`config.mk`:
```
export PLATFORM = sky130hd
export DESIGN_NAME = pwm_capture_duty_freq_meter
export DESIGN_NICKNAME = d
export VERILOG_FILES = /design/src/design/pwmcap_pkg.sv /design/src/design/pwm_capture_duty_freq_meter.sv /design/src/design/pwmcap_front.sv /design/src/design/pwmcap_queue.sv /design/src/design/pwmcap_back.sv
export SDC_FILE = /design/constraint.sdc
export NUM_CORES = 1
export LEC_CHECK = 0
export BUFFER_PORTS_ARGS = -buffer_cell sky130_fd_sc_hd__buf_4
export CORE_ASPECT_RATIO = 1.25
export CORE_MARGIN = 2
export CORE_UTILIZATION = 35
export DETAILED_ROUTE_END_ITERATION = 7
export GPL_TIMING_DRIVEN = 0
export PLACE_DENSITY_LB_ADDON = 0.2
export SYNTH_ARGS = -nofsm -noshare
export SYNTH_HDL_FRONTEND = slang
export SYNTH_SLANG_ARGS = --single-unit
```
`constraint.sdc`:
```
create_clock -name clk_i -period 4.25 [get_ports clk_i]
set_clock_uncertainty 0.2 [all_clocks]
set_input_delay 0.6375 -clock clk_i [delete_from_list [all_inputs] [get_ports clk_i]]
set_output_delay 0.6375 -clock clk_i [all_outputs]
set_load 0.05 [all_outputs]
```
`src/design/pwmcap_pkg.sv`:
```
// ----------------------------------------------------------------------------
// pwmcap_pkg
// Shared types and constants of the PWM capture duty and frequency meter.
// ----------------------------------------------------------------------------
package pwmcap_pkg;

  // Capture timer and field widths
  localparam int unsigned TimerWidth  = 16;
  localparam int unsigned PeriodWidth = TimerWidth + 1;
  localparam int unsigned TicksWidth  = 24;
  localparam int unsigned DutyWidth   = 7;

  // Both divisions run on numerators of this width, one bit per step
  localparam int unsigned DivSteps    = TicksWidth;
  localparam int unsigned StepWidth   = $clog2(DivSteps + 1);

  localparam logic [TicksWidth-1:0] TicksReset   = TicksWidth'(1000000);
  localparam logic [DutyWidth-1:0]  PercentScale = DutyWidth'(100);

  // Depth of the queue between front and back
  localparam int unsigned QueueDepth = 2;
  localparam int unsigned QueuePtrW  = $clog2(QueueDepth);

  // One capture event
  typedef struct packed {
    logic                  edge_rising;
    logic [TimerWidth-1:0] capture_time;
  } in_t;

  // One measurement result
  typedef struct packed {
    logic [TimerWidth-1:0] high_ticks;
    logic [TimerWidth-1:0] low_ticks;
    logic [DutyWidth-1:0]  duty_percent;
    logic [TicksWidth-1:0] freq_hz;
    logic                  period_error;
  } res_t;

  // Completed edge triple, front to back
  typedef struct packed {
    logic [TimerWidth-1:0] high_ticks;
    logic [TimerWidth-1:0] low_ticks;
  } meas_t;

  // Queue status toward its two sides
  typedef struct packed {
    logic full;
    logic empty;
  } qstat_t;

  // Front edge-sequence phase
  typedef enum logic [1:0] {
    PhWaitRise1,
    PhWaitFall,
    PhWaitRise2
  } phase_e;

  // Back sequencer
  typedef enum logic [1:0] {
    BkIdle,
    BkLoad,
    BkDiv,
    BkDone
  } back_state_e;

endpackage

```
`src/design/pwm_capture_duty_freq_meter.sv`:
```
// ----------------------------------------------------------------------------
// pwm_capture_duty_freq_meter
// Measures high time, low time, duty and frequency of a PWM signal from
// input-capture events.
// ----------------------------------------------------------------------------
// A pushed capture event is accepted when the queue is not full. After a
// rising, a falling and a second rising edge (wrong-polarity edges are
// ignored) one result is queued; duty and frequency come from two bit-serial
// dividers working side by side, one quotient bit per cycle. A two-entry
// queue sits between edge tracking and the dividers, and the result register
// lets the next result start while one waits to be popped. A zero period
// returns period_error with duty and frequency at zero. ticks_per_second
// resets to 1000000 and may be written only while the block is idle.
module pwm_capture_duty_freq_meter (
  input  logic                              clk_i,
  input  logic                              rst_ni,
  input  logic                              cfg_we_i,
  input  logic [pwmcap_pkg::TicksWidth-1:0] cfg_wdata_i,
  input  logic                              push,
  output logic                              full,
  input  pwmcap_pkg::in_t                   in_i,
  output logic                              empty,
  input  logic                              pop,
  output pwmcap_pkg::res_t                  res_o
);

  logic [pwmcap_pkg::TicksWidth-1:0] tps_q;
  logic                              accept, front_push, q_pop, res_valid;
  pwmcap_pkg::meas_t                 front_meas, q_meas;
  pwmcap_pkg::qstat_t                q_stat;

  // Tick-rate register
  always_ff @(posedge clk_i or negedge rst_ni) begin
    if (!rst_ni) begin
      tps_q <= pwmcap_pkg::TicksReset;
    end else if (cfg_we_i) begin
      tps_q <= cfg_wdata_i;
    end
  end

  assign full   = q_stat.full;
  assign accept = push && !q_stat.full;
  assign empty  = !res_valid;

  pwmcap_front u_front (
    .clk_i    (clk_i),
    .rst_ni   (rst_ni),
    .accept_i (accept),
    .in_i     (in_i),
    .push_o   (front_push),
    .meas_o   (front_meas)
  );

  pwmcap_queue u_queue (
    .clk_i  (clk_i),
    .rst_ni (rst_ni),
    .push_i (front_push),
    .meas_i (front_meas),
    .pop_i  (q_pop),
    .meas_o (q_meas),
    .stat_o (q_stat)
  );

  pwmcap_back u_back (
    .clk_i              (clk_i),
    .rst_ni             (rst_ni),
    .ticks_per_second_i (tps_q),
    .meas_i             (q_meas),
    .qstat_i            (q_stat),
    .qpop_o             (q_pop),
    .res_pop_i          (pop && res_valid),
    .res_valid_o        (res_valid),
    .res_o              (res_o)
  );

endmodule

```
`src/design/pwmcap_front.sv`:
```
// ----------------------------------------------------------------------------
// pwmcap_front
// Tracks the rise / fall / rise edge sequence and emits high and low times.
// ----------------------------------------------------------------------------
module pwmcap_front (
  input  logic                  clk_i,
  input  logic                  rst_ni,
  input  logic                  accept_i,
  input  pwmcap_pkg::in_t       in_i,
  output logic                  push_o,
  output pwmcap_pkg::meas_t     meas_o
);

  pwmcap_pkg::phase_e phase_q, phase_d;
  logic [pwmcap_pkg::TimerWidth-1:0] rise_q, rise_d;
  logic [pwmcap_pkg::TimerWidth-1:0] fall_q, fall_d;

  // Phase register
  always_ff @(posedge clk_i or negedge rst_ni) begin
    if (!rst_ni) begin
      phase_q <= pwmcap_pkg::PhWaitRise1;
    end else begin
      phase_q <= phase_d;
    end
  end

  // Timestamps, always written before use
  always_ff @(posedge clk_i) begin
    rise_q <= rise_d;
    fall_q <= fall_d;
  end

  // Next phase; wrong polarity leaves everything as is
  always_comb begin
    phase_d = phase_q;
    rise_d  = rise_q;
    fall_d  = fall_q;
    push_o  = 1'b0;
    unique case (phase_q)
      pwmcap_pkg::PhWaitFall: begin
        if (accept_i && !in_i.edge_rising) begin
          fall_d  = in_i.capture_time;
          phase_d = pwmcap_pkg::PhWaitRise2;
        end
      end
      pwmcap_pkg::PhWaitRise2: begin
        if (accept_i && in_i.edge_rising) begin
          push_o  = 1'b1;
          phase_d = pwmcap_pkg::PhWaitRise1;
        end
      end
      default: begin
        if (accept_i && in_i.edge_rising) begin
          rise_d  = in_i.capture_time;
          phase_d = pwmcap_pkg::PhWaitFall;
        end
      end
    endcase
  end

  // Wrapping timer differences
  assign meas_o.high_ticks = fall_q - rise_q;
  assign meas_o.low_ticks  = in_i.capture_time - fall_q;

endmodule

```
`src/design/pwmcap_queue.sv`:
```
// ----------------------------------------------------------------------------
// pwmcap_queue
// Short FIFO of measurements between the edge front and the divider back.
// ----------------------------------------------------------------------------
module pwmcap_queue (
  input  logic                  clk_i,
  input  logic                  rst_ni,
  input  logic                  push_i,
  input  pwmcap_pkg::meas_t     meas_i,
  input  logic                  pop_i,
  output pwmcap_pkg::meas_t     meas_o,
  output pwmcap_pkg::qstat_t    stat_o
);

  localparam int unsigned CntW = $clog2(pwmcap_pkg::QueueDepth + 1);

  pwmcap_pkg::meas_t                  slot_q [pwmcap_pkg::QueueDepth];
  logic [pwmcap_pkg::QueuePtrW-1:0]   wptr_q, rptr_q;
  logic [CntW-1:0]                    cnt_q;
  logic                               do_push, do_pop;

  assign stat_o.full  = (cnt_q == CntW'(pwmcap_pkg::QueueDepth));
  assign stat_o.empty = (cnt_q == '0);
  assign do_push      = push_i && !stat_o.full;
  assign do_pop       = pop_i && !stat_o.empty;
  assign meas_o       = slot_q[rptr_q];

  // Storage
  always_ff @(posedge clk_i) begin
    if (do_push) begin
      slot_q[wptr_q] <= meas_i;
    end
  end

  // Pointers and fill count
  always_ff @(posedge clk_i or negedge rst_ni) begin
    if (!rst_ni) begin
      wptr_q <= '0;
      rptr_q <= '0;
      cnt_q  <= '0;
    end else begin
      if (do_push) begin
        wptr_q <= wptr_q + 1'b1;
      end
      if (do_pop) begin
        rptr_q <= rptr_q + 1'b1;
      end
      if (do_push && !do_pop) begin
        cnt_q <= cnt_q + 1'b1;
      end else if (do_pop && !do_push) begin
        cnt_q <= cnt_q - 1'b1;
      end
    end
  end

  // Fill count stays within depth
  assert property (@(posedge clk_i) disable iff (!rst_ni)
    cnt_q <= CntW'(pwmcap_pkg::QueueDepth))
    else $error("queue count exceeds depth");

  // A push into a full queue would lose a measurement
  assert property (@(posedge clk_i) disable iff (!rst_ni)
    push_i |-> !stat_o.full)
    else $error("push while queue full");

  // Pointers differ by the fill count
  QueuePtrChk: assert property (@(posedge clk_i) disable iff (!rst_ni)
    (wptr_q - rptr_q) == cnt_q[pwmcap_pkg::QueuePtrW-1:0])
    else $error("queue pointers out of step with count");

endmodule

```
`src/design/pwmcap_back.sv`:
```
// ----------------------------------------------------------------------------
// pwmcap_back
// Computes duty and frequency with two bit-serial dividers, holds the result.
// ----------------------------------------------------------------------------
module pwmcap_back (
  input  logic                                 clk_i,
  input  logic                                 rst_ni,
  input  logic [pwmcap_pkg::TicksWidth-1:0]    ticks_per_second_i,
  input  pwmcap_pkg::meas_t                    meas_i,
  input  pwmcap_pkg::qstat_t                   qstat_i,
  output logic                                 qpop_o,
  input  logic                                 res_pop_i,
  output logic                                 res_valid_o,
  output pwmcap_pkg::res_t                     res_o
);

  localparam int unsigned NumW = pwmcap_pkg::TicksWidth;
  localparam int unsigned RemW = pwmcap_pkg::PeriodWidth;

  pwmcap_pkg::back_state_e state_q, state_d;
  logic [pwmcap_pkg::StepWidth-1:0]  step_q, step_d;
  pwmcap_pkg::meas_t                 meas_q, meas_d;
  logic [RemW-1:0]                   div_q, div_d;
  logic [NumW-1:0]                   numf_q, numf_d, numd_q, numd_d;
  logic [RemW-1:0]                   remf_q, remf_d, remd_q, remd_d;
  logic                              err_q, err_d;
  logic [RemW-1:0]                   period;
  logic [NumW-1:0]                   numf_nx, numd_nx;
  logic [RemW-1:0]                   remf_nx, remd_nx;
  logic                              res_valid_q, res_load;
  pwmcap_pkg::res_t                  res_q;

  // One restoring step: shift in the numerator MSB, subtract if it fits
  function automatic logic [NumW+RemW-1:0] div_step(logic [NumW-1:0] num,
                                                    logic [RemW-1:0] rem,
                                                    logic [RemW-1:0] dvs);
    logic [RemW:0] sh;
    logic [RemW:0] diff;
    sh   = {rem, num[NumW-1]};
    diff = sh - {1'b0, dvs};
    if (sh >= {1'b0, dvs}) begin
      div_step = {num[NumW-2:0], 1'b1, diff[RemW-1:0]};
    end else begin
      div_step = {num[NumW-2:0], 1'b0, sh[RemW-1:0]};
    end
  endfunction

  assign period = {1'b0, meas_q.high_ticks} + {1'b0, meas_q.low_ticks};
  assign {numf_nx, remf_nx} = div_step(numf_q, remf_q, div_q);
  assign {numd_nx, remd_nx} = div_step(numd_q, remd_q, div_q);

  // Sequencer state
  always_ff @(posedge clk_i or negedge rst_ni) begin
    if (!rst_ni) begin
      state_q     <= pwmcap_pkg::BkIdle;
      step_q      <= '0;
      res_valid_q <= 1'b0;
    end else begin
      state_q <= state_d;
      step_q  <= step_d;
      if (res_load) begin
        res_valid_q <= 1'b1;
      end else if (res_pop_i) begin
        res_valid_q <= 1'b0;
      end
    end
  end

  // Datapath registers
  always_ff @(posedge clk_i) begin
    meas_q <= meas_d;
    div_q  <= div_d;
    numf_q <= numf_d;
    numd_q <= numd_d;
    remf_q <= remf_d;
    remd_q <= remd_d;
    err_q  <= err_d;
    if (res_load) begin
      res_q.high_ticks   <= meas_q.high_ticks;
      res_q.low_ticks    <= meas_q.low_ticks;
      res_q.duty_percent <= err_q ? '0 : numd_q[pwmcap_pkg::DutyWidth-1:0];
      res_q.freq_hz      <= err_q ? '0 : numf_q;
      res_q.period_error <= err_q;
    end
  end

  // Next state: fetch, load operands, divide (skipped for a zero period), hand off
  always_comb begin
    state_d  = state_q;
    step_d   = step_q;
    meas_d   = meas_q;
    div_d    = div_q;
    numf_d   = numf_q;
    numd_d   = numd_q;
    remf_d   = remf_q;
    remd_d   = remd_q;
    err_d    = err_q;
    qpop_o   = 1'b0;
    res_load = 1'b0;
    unique case (state_q)
      pwmcap_pkg::BkIdle: begin
        if (!qstat_i.empty) begin
          qpop_o  = 1'b1;
          meas_d  = meas_i;
          state_d = pwmcap_pkg::BkLoad;
        end
      end
      pwmcap_pkg::BkLoad: begin
        div_d  = period;
        numf_d = ticks_per_second_i;
        numd_d = NumW'(meas_q.high_ticks) * NumW'(pwmcap_pkg::PercentScale);
        remf_d = '0;
        remd_d = '0;
        step_d = '0;
        err_d  = (period == '0);
        // zero period skips the division
        state_d = (period == '0) ? pwmcap_pkg::BkDone : pwmcap_pkg::BkDiv;
      end
      pwmcap_pkg::BkDiv: begin
        numf_d = numf_nx;
        remf_d = remf_nx;
        numd_d = numd_nx;
        remd_d = remd_nx;
        step_d = step_q + 1'b1;
        if (step_q == pwmcap_pkg::StepWidth'(pwmcap_pkg::DivSteps - 1)) begin
          state_d = pwmcap_pkg::BkDone;
        end
      end
      pwmcap_pkg::BkDone: begin
        if (!res_valid_q || res_pop_i) begin
          res_load = 1'b1;
          state_d  = pwmcap_pkg::BkIdle;
        end
      end
      default: begin
        state_d = pwmcap_pkg::BkIdle;
      end
    endcase
  end

  assign res_valid_o = res_valid_q;
  assign res_o       = res_q;

  // Step counter never runs past the numerator width
  assert property (@(posedge clk_i) disable iff (!rst_ni)
    step_q <= pwmcap_pkg::StepWidth'(pwmcap_pkg::DivSteps))
    else $error("divider step count overrun");

  // Error results carry zero duty and frequency
  assert property (@(posedge clk_i) disable iff (!rst_ni)
    (res_valid_q && res_q.period_error) |-> (res_q.duty_percent == '0 && res_q.freq_hz == '0))
    else $error("period error with nonzero duty or frequency");

  // Duty is a percentage
  assert property (@(posedge clk_i) disable iff (!rst_ni)
    res_valid_q |-> (res_q.duty_percent <= pwmcap_pkg::PercentScale))
    else $error("duty above one hundred percent");

endmodule
```
==> metrics.csv, run 1 <==
stage,metric,value,unit
grt,largest net degree at the start of global routing,65,
clocking,clock buffer count from CTS,37,
synth,main flop type after synthesis,edfxtp_1,
synth,post-synth top area cell,edfxtp_1,
place,setup slack at placement,-0.3595,ns
synth,count of flip-flops with a built-in enable after synthesis,292,
clocking,CTS Buffer Depth,3,
floorplanning,total I/O pin count,112,
synth,largest family of logic cells by synthesized area,adder cells,
synth,mean area per synthesized cell,12.49,um2
finish,fraction of layout instances using a drive strength above 1,0.1941,
clocking,TritonCTS clock tree,built,
synth,Compound-Gate Fraction of Synth Area,0.09630,
timing,count of final setup violators,0,
synth,synthesized net count,1597,
synth,mux cell area share after synthesis,0.06372,
setup_path,endpoint type of the worst setup path,flop,
clocking,clk slew on worst S/H paths,0.06,ns
timing,Tcrit/Tclk final,0.9677,
grt,global-route wire length before repair,58770,um
hold_path,Hold Startpoint,in_i[13],
timing,maximum clock rate,243.1,MHz
synth,post-synthesis register bit count,330,
floorplanning,Die Wd,203.4,um
setup_path,CP Max Fanout,4,
synth,Post-Syn Instances,1393,
detailed_routing,per-cell via count in the routed design,4.861,
floorplanning,starting density of the core,0.3537,
timing,number of slew-limit violations in the final report,0,
clocking,total number of H-tree levels,2,
synth,post-synthesis async set-or-reset flop share,0.1152,
detailed_routing,Wirelength per Cell,16.82,um
detailed_routing,detailed-route wire length on metal 1,15300,um
setup_path,largest incremental delay on the critical path,0.50,ns
setup_path,CP Cell Sequence,buf_4 -> ha_1 -> ha_1 -> inv_1 -> fa_1 -> inv_1 -> ha_1 -> inv_1 -> o22ai_2 -> a41oi_2 -> o21ai_2 -> a2111oi_4 -> o41ai_2 -> xnor2_1 -> o21ai_0,
synth,simple-gate share of the synthesized area,0.08724,
setup_path,critical path class,flop to flop,
timing,normalized max-slew margin,0.2175,
detailed_routing,number of nets still failing antenna checks after routing,0,
timing,final hold slack,0.1037,ns
timing,final critical path time including I/O delays and setup,4.113,ns
finish,Area growth syn-to-layout,18.71,%
setup_path,Critical-path top delay cell,fa_1,
place,Buffers on Ports,110,
hold_path,class of the tightest hold or removal check,input pin to flop,
synth,area share of the largest cell type after synthesis,0.5040,
grt,Congestion Overflow GR,0,
synth,xor and xnor area share after synthesis,0.03877,
finish,area taken by flip-flops and latches,9728,um2
place,last weighted congestion value of the routability-driven placer,0.8222,
timing,Fin Setup TNS,0,ns
timing,transition time of the tightest slew-check pin,1.173,ns
clocking,insertion delay to the later sink of the worst-skew pair,0.53,ns
finish,# fillers,4618,
clocking,number of clock sinks,330,
grt,total routing usage reported by global routing,0.1457,
floorplanning,Total Die Area,51520,um2
grt,initial antenna violation count,0,
timing,number of hold violations in the final report,0,
setup_path,origin of the critical flop-to-flop path,u_back.meas_q[20],
floorplanning,Core ar.,49190,um2
detailed_routing,violation count after the first detailed-route iteration,610,
detailed_routing,total DRC errors in the routed layout,0,
synth,Mapped Area,17400,um2
finish,number of nets in the final layout,1764,
detailed_routing,routed length on met2,20510,um
grt,via count of the first global-routing pass,11160,
setup_path,element type at the critical path start,flop,
detailed_routing,total wire length after detailed routing,37630,um
outcome,status,"finished, final reports clean",
finish,diode insertion count for antenna repair,0,
setup_path,critical path launch point,u_back.meas_q[20],
detailed_routing,DR WL met3,927,um
synth,number of warnings printed during yosys synthesis,0,
floorplanning,num rows,91,
synth,number of distinct library cells after synthesis,67,
timing,Setup WS post-layout,0.1372,ns
detailed_routing,number of detailed-route iterations in the first pass,5,
detailed_routing,number of vias in the routed layout,10880,
synth,"arithmetic-cell share of the synthesized area counting full adders, half adders and majority gates",0.1205,
floorplanning,die height,253.3,um
setup_path,cell family with the largest share of critical-path delay,adder cells,
setup_path,Crit path required time,4.29,ns
place,Detail Placement HPWL,27790,um
detailed_routing,uppermost layer routed,met4,
clocking,Clk Tree Root Cell,clkbuf_16,
setup_path,buffers and inverters on the worst path,4,
finish,area of the multi-input gates,7171,um2
synth,top post-synthesis cells by area,"edfxtp_1, ha_1, mux2_2, dfrtp_1, inv_1",
synth,share of the yosys chip area belonging to registers,0.5592,
flow_run,number of max-cap violations,0,
setup_path,WP data arrival,4.15,ns
## cell type report
class / count / area share
repair buffers: 128 / 0.04823
inverters: 129 / 0.02345
plain buffers: 29 / 0.005392
clock inverters: 20 / 0.01478
clock buffers: 46 / 0.05041
well taps: 651 / 0.03944
flip-flops and latches: 330 / 0.4711
multi-input cells: 905 / 0.3472
## cells in the final DEF, fill, tap and decap left out, types with 9 or more instances in the layout
| cell | count |
|---|---|
| nor2_1 | 65 |
| o21a_1 | 19 |
| nand2_1 | 87 |
| clkbuf_1 | 24 |
| fa_1 | 16 |
| dfrtp_1 | 31 |
| inv_1 | 129 |
| xor2_1 | 24 |
| a21oi_1 | 57 |
| o21ai_0 | 71 |
| nor3_1 | 21 |
| nor2b_1 | 55 |
| o31ai_1 | 9 |
| mux2i_1 | 14 |
| clkbuf_16 | 38 |
| ha_1 | 141 |
| xnor2_1 | 53 |
| mux2_2 | 86 |
| edfxtp_1 | 292 |
| nand3_1 | 32 |
| buf_4 | 124 |
| a21o_1 | 20 |
## worst paths after layout
check | endpoint | slack, ns | depth (start not counted)
setup / recovery | u_back.numd_q[21] | 0.14 | 15
hold / removal | u_front.fall_q[13] | 0.10 | 1
setup reg to reg | u_back.numd_q[21] | 0.14 | 15
hold reg to reg | u_back.res_o[40] | 0.27 | 0
max in group asynchronous | tps_q[9] | 3.01 | 2
min in group asynchronous | tps_q[15] | 0.45 | 2
## stage by stage
step | util | instance area [um2] | std cells
CTS | 0.4175 | 20530 | 2229
global placement | 0.3870 | 19040 | 2154
finish | 0.4198 | 20650 | 2238
floorplan | - | 17400 | 1393
global route | 0.4198 | 20650 | 2238
detailed placement | 0.3887 | 19120 | 2157
## layer usage
layer,global-route usage,up-vias
li1,-,5421
met1,0.1647,5269
met2,0.2794,133
met3,0.02008,56
met4,0.04672,0
met5,0,-
## repair_timing
item | in CTS | in global routing
gates cloned | 0 | 0
buffers inserted | 5 | 9
hold buffers | 1 | 0
setup endpoints to repair | 4 | 3
hold endpoints to repair | 31 | 0
gates resized for setup | 7 | 9
pin swaps | 1 | 1
## registers in the layout, indices dropped and copies added, names as in the netlist
name                cells
tps_q                  24
u_back.div_q           17
u_back.err_q            1
u_back.meas_q          32
u_back.numd_q          24
u_back.numf_q          24
u_back.remd_q          17
u_back.remf_q          17
u_back.res_o           64
u_back.res_valid_o      1
u_back.state_q          2
u_back.step_q           5
u_front.fall_q         16
u_front.phase_q         2
u_front.rise_q         16
u_queue.cnt_q           2
u_queue.rptr_q          1
u_queue.slot_q         64
u_queue.wptr_q          1
## kinds of logic after synthesis
family                     Yosys count
buffers and inverters              158
and+or+nand+nor                    312
adders and majority gates          158
AOI/OAI and AO/OA                  258
xor gates and xnor gates            77
DFF                                330
muxes                              100
## Yosys cell counts, types with 4 or more instances
master / count
o21a_1: 19
dfstp_2: 7
clkbuf_1: 22
a21boi_0: 6
o22ai_1: 5
a211oi_1: 4
and3_1: 5
mux2i_1: 14
nor2_1: 67
ha_1: 142
nand4_1: 7
nand2_1: 87
mux2_2: 86
nand2b_1: 8
o31ai_1: 9
o21bai_1: 5
o41ai_1: 6
edfxtp_1: 292
nor3_1: 21
nand3_1: 32
a21oi_1: 57
inv_1: 129
nor4_1: 5
a21o_1: 20
or4_1: 5
nor2b_1: 55
dfrtp_1: 31
o21ai_0: 75
o211ai_1: 4
buf_1: 5
xnor2_1: 53
fa_1: 16
and2_1: 10
xor2_1: 24
a211o_1: 5
## worst reg2reg max path, cell delays in order (launching register included)
cell and delay (ns):
edfxtp_1 0.45, buf_4 0.17, ha_1 0.29, ha_1 0.28, inv_1 0.05, fa_1 0.50
inv_1 0.04, ha_1 0.31, inv_1 0.08, o22ai_2 0.27, a41oi_2 0.24, o21ai_2 0.27
a2111oi_4 0.11, o41ai_2 0.34, xnor2_1 0.15, o21ai_0 0.09
Power of run 1 is left out: the tool's default activity adds up to more than one toggle a clock period on the data nets, which glitch-free logic cannot reach.
==> run 2, diff against run 1 <==
SETUP_SLACK_MARGIN = 0.3   (was not set)
==> run 2 against run 1 <==
Against the previous run: die area unchanged; first-iteration DRC count decreased by 8.5%; design area increased by 1.1%; critical path depth decreased by 1; sequential share of layout area decreased by 0.53 points; hold slack about the same; maximum frequency increased by 5.6%; global-route usage increased by 0.10 points; via count increased by 0.53%; count of clock-buffer cells in the layout unchanged; critical path type unchanged; critical endpoint unchanged.
==> metrics.csv, run 2 (same netlist as run 1, synthesis figures left out) <==
stage,metric,value,unit,change
setup_path,Crit path required time,4.29,ns,about the same
detailed_routing,total DRC errors in the routed layout,0,,unchanged
setup_path,critical path class,flop to flop,,unchanged
detailed_routing,per-cell via count in the routed design,4.859,,was 4.861
setup_path,endpoint type of the worst setup path,flop,,unchanged
outcome,status,"finished, final reports clean",,unchanged
detailed_routing,number of vias in the routed layout,10940,,was 10.88k
setup_path,CP Max Fanout,5,,was 4
timing,final critical path time including I/O delays and setup,3.895,ns,was 4.113 ns
clocking,number of clock sinks,330,,unchanged
timing,number of hold violations in the final report,0,,unchanged
setup_path,element type at the critical path start,flop,,unchanged
finish,number of nets in the final layout,1777,,was 1764
clocking,clock buffer count from CTS,37,,unchanged
finish,most frequent cells in the layout,"edfxtp_1, buf_4, ha_1, inv_1, nand2_1",,"was edfxtp_1, ha_1, inv_1, buf_4, nand2_1"
finish,"commonest non-fill, non-tap cell in the layout",edfxtp_1,,unchanged
place,Buffers on Ports,110,,unchanged
grt,global-route wire length before repair,59200,um,was 58770 um
place,last weighted congestion value of the routability-driven placer,0.8222,,unchanged
clocking,insertion delay to the later sink of the worst-skew pair,0.53,ns,about the same
timing,Tcrit/Tclk final,0.9164,,was 0.9677
clocking,CTS Buffer Depth,3,,unchanged
finish,fraction of layout instances using a drive strength above 1,0.2150,,was 0.1941
flow_run,number of max-cap violations,0,,unchanged
floorplanning,num rows,91,,unchanged
grt,via count of the first global-routing pass,11230,,was 11.16k
floorplanning,Total Die Area,51520,um2,unchanged
timing,transition time of the tightest slew-check pin,1.184,ns,was 1.173 ns
grt,initial antenna violation count,0,,unchanged
grt,Congestion Overflow GR,0,,unchanged
clocking,Clk Tree Root Cell,clkbuf_16,,unchanged
floorplanning,Die Wd,203.4,um,unchanged
detailed_routing,total wire length after detailed routing,38030,um,was 37630 um
finish,diode insertion count for antenna repair,0,,unchanged
setup_path,WP data arrival,3.94,ns,was 4.15 ns
floorplanning,starting density of the core,0.3537,,unchanged
detailed_routing,number of detailed-route iterations in the first pass,6,,was 5
clocking,total number of H-tree levels,2,,unchanged
grt,largest net degree at the start of global routing,65,,unchanged
grt,total routing usage reported by global routing,0.1467,,was 0.1457
detailed_routing,number of nets still failing antenna checks after routing,0,,unchanged
timing,unrepaired setup endpoints after global routing,yes,,
floorplanning,die height,253.3,um,unchanged
clocking,clk slew on worst S/H paths,0.06,ns,about the same
timing,count of final setup violators,0,,unchanged
detailed_routing,violation count after the first detailed-route iteration,558,,was 610
floorplanning,total I/O pin count,112,,unchanged
hold_path,class of the tightest hold or removal check,input pin to flop,,unchanged
timing,final hold slack,0.1039,ns,was 0.1037 ns
timing,number of slew-limit violations in the final report,0,,unchanged
place,Detail Placement HPWL,27790,um,unchanged
timing,maximum clock rate,256.8,MHz,was 243.1 MHz
clocking,TritonCTS clock tree,built,,unchanged
finish,# fillers,4585,,was 4618
finish,Area growth syn-to-layout,20.07,%,was 18.71%
floorplanning,Core ar.,49190,um2,unchanged
timing,normalized max-slew margin,0.2101,,was 0.2175
detailed_routing,Wirelength per Cell,16.90,um,was 16.82 um
-- run 2: changes by cell type in the layout (fill, tap and decap cells not counted), moves of 2 or more --
cell	previous run	this run
buf_4	124	138
ha_1	141	135
ha_4	1	5
inv_1	129	125
inv_2	0	4
a21oi_1	57	54
clkbuf_1	24	21
clkbuf_2	0	3
a21oi_2	1	3
ha_2	0	2
o21ai_0	71	69
-- run 2: critical path: stages (launching register included) --
cell and delay (ns):
edfxtp_1 0.49, ha_1 0.34, ha_1 0.28, inv_1 0.05, fa_1 0.49, inv_2 0.05
ha_4 0.28, nand3_2 0.09, o22ai_4 0.16, a41oi_2 0.19, o21ai_2 0.26, a2111oi_4 0.11
o41ai_2 0.40, xnor2_1 0.16, o21ai_1 0.07
-- run 2: layout make-up --
| type | count | area, um2 | area share |
|---|---|---|---|
| Sequential cell | 330 | 9728 | 0.4657 |
| Clock inverter | 20 | 305.3 | 0.01462 |
| Tap cell | 651 | 814.5 | 0.03900 |
| Timing Repair Buffer | 141 | 1094 | 0.05235 |
| Clock buffer | 46 | 1041 | 0.04984 |
| Buffer | 29 | 117.6 | 0.005631 |
| Inverter | 129 | 484.2 | 0.02318 |
| Multi-Input combinational cell | 905 | 7303 | 0.3496 |
-- run 2: per-stage QoR --
stage               utilization  setup slack [ns]  cells  TNS [ns]  cell area (um2)
floorplan                     -            0.3976   1393         0            17400
global placement         0.3870           -0.3477   2154    -1.847            19040
detailed placement       0.3887           -0.3595   2157   -0.8956            19120
CTS                      0.4203            0.2110   2240         0            20670
global route             0.4247            0.1874   2251         0            20890
finish                   0.4247            0.3552   2251         0            20890
-- run 2: repair_timing --
action                                  in CTS  in global routing
gates resized for setup                     20                 32
hold buffers                                 1                  0
pin swaps                                    4                 16
endpoints found under the hold margin       31                  0
endpoints found under the setup margin      12                 30
setup buffers                               16                 11
-- run 2: final timing paths --
| check | startpoint | endpoint | slack [ns] | cells after the start |
|---|---|---|---|---|
| min in group asynchronous | rst_ni | tps_q[15] | 0.45 | 2 |
| max in group asynchronous | rst_ni | tps_q[9] | 3.01 | 2 |
| hold / removal | in_i[13] | u_front.fall_q[13] | 0.10 | 1 |
| setup reg to reg | u_back.meas_q[21] | u_back.numd_q[21] | 0.36 | 14 |
| hold reg to reg | u_back.meas_q[5] | u_back.res_o[37] | 0.27 | 0 |
| setup / recovery | u_back.meas_q[21] | u_back.numd_q[21] | 0.36 | 14 |
-- run 2: layer usage --
layer / global-route usage / vias to the layer above / part of all wire
met2: 0.2817 / 129 / 0.54
met5: 0 / - / 0
met3: 0.02008 / 60 / 0.025
met1: 0.1659 / 5302 / 0.41
li1: - / 5446 / -
met4: 0.04609 / 0 / 0.024
Power of run 2 is left out for the same reason.
==> run 3, diff against run 2 <==
SYNTH_HIERARCHICAL = 1   (was not set)
==> run 3 against run 2 <==
Against the previous run: largest cell class unchanged; hold slack worse by 0.0019 ns; highest routed layer unchanged; routed wire length up 4.2%; final cell count increased by 3.0%.
==> metrics.csv, run 3 <==
stage,metric,value,unit,change
floorplanning,Total Die Area,53590,um2,was 51520 um2
place,Detail Placement HPWL,29790,um,was 27790 um
detailed_routing,total wire length after detailed routing,39620,um,was 38030 um
setup_path,CP Max Fanout,3,,was 5
clocking,total number of H-tree levels,2,,unchanged
setup_path,critical path class,flop to flop,,unchanged
detailed_routing,total DRC errors in the routed layout,0,,unchanged
clocking,clk slew on worst S/H paths,0.06,ns,about the same
flow_run,number of max-cap violations,0,,unchanged
place,setup slack at placement,-0.1125,ns,was -0.3595 ns
synth,post-synth top area cell,edfxtp_1,,unchanged
floorplanning,total I/O pin count,112,,unchanged
finish,most frequent cells in the layout,"edfxtp_1, inv_1, ha_1, buf_4, nor2_1",,"was edfxtp_1, buf_4, ha_1, inv_1, nand2_1"
floorplanning,starting density of the core,0.3529,,was 0.3537
synth,synthesized net count,1659,,was 1597
setup_path,worst setup path endpoint,u_back/numd_q[22],,was u_back.numd_q[21]
timing,unrepaired setup endpoints after global routing,yes,,unchanged
setup_path,depth of the critical timing path with buffers and inverters included,14,,unchanged
synth,post-synthesis async set-or-reset flop share,0.1152,,unchanged
grt,total routing usage reported by global routing,0.1456,,was 0.1467
synth,most instantiated library cell after synthesis,edfxtp_1,,unchanged
synth,count of flip-flops with a built-in enable after synthesis,292,,unchanged
finish,number of nets in the final layout,1828,,was 1777
setup_path,endpoint type of the worst setup path,flop,,unchanged
synth,area share of the largest cell type after synthesis,0.4841,,was 0.5040
clocking,Clk Tree Root Cell,clkbuf_16,,unchanged
synth,Post-Syn Instances,1456,,was 1393
timing,number of hold violations in the final report,0,,unchanged
clocking,clock buffer count from CTS,37,,unchanged
grt,global-route wire length before repair,62450,um,was 59200 um
setup_path,WP data arrival,4.02,ns,was 3.94 ns
finish,diode insertion count for antenna repair,0,,unchanged
synth,number of distinct library cells after synthesis,80,,was 67
clocking,insertion delay to the later sink of the worst-skew pair,0.53,ns,about the same
setup_path,critical path launch point,u_back/meas_q[22],,was u_back.meas_q[21]
setup_path,Critical-path top delay cell,fa_1,,was edfxtp_1
floorplanning,die height,258.3,um,was 253.3 um
detailed_routing,Wirelength per Cell,17.09,um,was 16.90 um
timing,final hold slack,0.1021,ns,was 0.1039 ns
place,Buffers on Ports,110,,unchanged
timing,normalized max-slew margin,0.3767,,was 0.2101
timing,count of final setup violators,0,,unchanged
finish,# fillers,4725,,was 4585
detailed_routing,number of detailed-route iterations in the first pass,5,,was 6
timing,Tcrit/Tclk final,0.9278,,was 0.9164
detailed_routing,number of vias in the routed layout,11460,,was 10.94k
floorplanning,Die Wd,207.5,um,was 203.4 um
grt,via count of the first global-routing pass,12000,,was 11.23k
clocking,CTS Buffer Depth,3,,unchanged
clocking,number of clock sinks,330,,unchanged
finish,Area growth syn-to-layout,18.09,%,was 20.07%
timing,Setup WS post-layout,0.3070,ns,was 0.3552 ns
setup_path,internal reg-to-reg setup slack,0.31,ns,was 0.36 ns
grt,largest net degree at the start of global routing,65,,unchanged
finish,Finished Core Util,0.4168,,was 0.4247
setup_path,worst reg-to-reg path cell count,14,,unchanged
grt,initial antenna violation count,0,,unchanged
finish,fraction of layout instances using a drive strength above 1,0.2129,,was 0.2150
synth,top post-synthesis cells by area,"edfxtp_1, ha_1, dfrtp_1, mux2_4, inv_1",,"was edfxtp_1, ha_1, mux2_2, dfrtp_1, inv_1"
synth,number of warnings printed during yosys synthesis,6,,was 0
finish,"commonest non-fill, non-tap cell in the layout",edfxtp_1,,unchanged
timing,final critical path time including I/O delays and setup,3.943,ns,was 3.895 ns
timing,number of slew-limit violations in the final report,0,,unchanged
clocking,TritonCTS clock tree,built,,unchanged
timing,transition time of the tightest slew-check pin,0.9350,ns,was 1.184 ns
hold_path,Hold Startpoint,in_i[9],,was in_i[13]
setup_path,most frequent CP cell,ha_1,,unchanged
synth,leading post-synthesis cells by instance count,"edfxtp_1, inv_1, ha_1, nor2_1, nand2_1",,"was edfxtp_1, ha_1, inv_1, nand2_1, mux2_2"
synth,post-synthesis register bit count,330,,unchanged
setup_path,Crit path required time,4.32,ns,was 4.29 ns
synth,main flop type after synthesis,edfxtp_1,,unchanged
setup_path,element type at the critical path start,flop,,unchanged
hold_path,class of the tightest hold or removal check,input pin to flop,,unchanged
setup_path,largest incremental delay on the critical path,0.49,ns,about the same
setup_path,origin of the critical flop-to-flop path,u_back/meas_q[22],,was u_back.meas_q[21]
floorplanning,Core ar.,51320,um2,was 49190 um2
setup_path,buffers and inverters on the worst path,2,,unchanged
detailed_routing,number of nets still failing antenna checks after routing,0,,unchanged
synth,share of the yosys chip area belonging to registers,0.5371,,was 0.5592
grt,Congestion Overflow GR,0,,unchanged
detailed_routing,per-cell via count in the routed design,4.943,,was 4.859
outcome,status,"finished, final reports clean",,unchanged
place,last weighted congestion value of the routability-driven placer,0.8787,,was 0.8222
setup_path,Reg2Reg Capture Point,u_back/numd_q[22],,was u_back.numd_q[21]
synth,mean area per synthesized cell,12.44,um2,was 12.49 um2
setup_path,CP Cell Sequence,ha_1 -> ha_1 -> inv_2 -> fa_1 -> inv_1 -> ha_2 -> or3_4 -> o21bai_4 -> a211oi_4 -> o21ai_2 -> a311oi_2 -> o21bai_1 -> xor2_1 -> mux2_4,,was ha_1 -> ha_1 -> inv_1 -> fa_1 -> inv_2 -> ha_4 -> nand3_2 -> o22ai_4 -> a41oi_2 -> o21ai_2 -> a2111oi_4 -> o41ai_2 -> xnor2_1 -> o21ai_1
synth,Mapped Area,18110,um2,was 17400 um2
floorplanning,num rows,93,,was 91
setup_path,cell family with the largest share of critical-path delay,adder cells,,unchanged
timing,maximum clock rate,253.6,MHz,was 256.8 MHz
detailed_routing,violation count after the first detailed-route iteration,397,,was 558
## run 3: cell families (layout without fill, tap and decap cells)
kind of cell	count (synthesis)	count (layout)	synth area share
XOR/XNOR	64	64	0.03095
flip-flops	330	330	0.5371
adder cells (fa/ha/maj)	157	157	0.1151
AO/OA/AOI/OAI	278	278	0.1030
buffers and inverters	177	374	0.04352
multiplexers	108	108	0.07586
AND/OR/NAND/NOR	342	342	0.09444
## run 3: metal layers
layer / global-route usage / wire length (um) / up-vias
met5: 0 / 0 / -
met4: 0.05357 / 1310 / 0
met3: 0.01915 / 1068 / 68
met2: 0.2859 / 21820 / 153
met1: 0.1578 / 15420 / 5585
li1: - / - / 5653
## run 3: area by class of cell
type                       count  area, um2  share of cell area
sequential                   330       9728              0.4549
multi-input combinational    949       7776              0.3636
timing repair buffer         130       1023             0.04786
clock buffer                  46       1012             0.04733
tap                          665      832.0             0.03890
inverter                     143      536.8             0.02510
buffer                        34      251.5             0.01176
clock inverter                21      226.5             0.01059
## run 3: how the worst min path moves through the flow
stage	slack, ns	cells past startpoint	to
finish	0.10	1	u_front/fall_q[9]
detailed placement	0.25	0	u_back/res_o[38]
floorplan	0.14	0	tps_q[0]
global route	0.08	1	u_front/fall_q[12]
CTS	0.07	1	u_front/fall_q[12]
global placement	0.25	0	u_back/res_o[39]
## run 3: worst register-to-register path: cells and delay by family (launching register included)
family / cells / cell delay (ns)
buffers and inverters: 2 / 0.08
muxes: 1 / 0.26
DFF: 1 / 0.44
adders and majority gates: 4 / 1.25
xor gates and xnor gates: 1 / 0.16
AOI/OAI and AO/OA: 5 / 0.92
and+or+nand+nor: 1 / 0.36
## run 3: what timing repair did
action,in CTS,in global routing
setup buffers,12,4
endpoints found under the hold margin,31,0
endpoints found under the setup margin,4,4
pin swaps,20,17
resized for setup,19,12
hold buffers,1,0
## run 3: through the flow
step / area [um2] / instances / setup TNS, ns
final: 21390 / 2318 / 0
after global routing: 21390 / 2318 / 0
after CTS: 21300 / 2314 / 0
after detailed placement: 19870 / 2234 / -0.1125
after global placement: 19770 / 2231 / -1.360
after floorplan: 18110 / 1456 / 0
Power of run 3 is left out for the same reason.
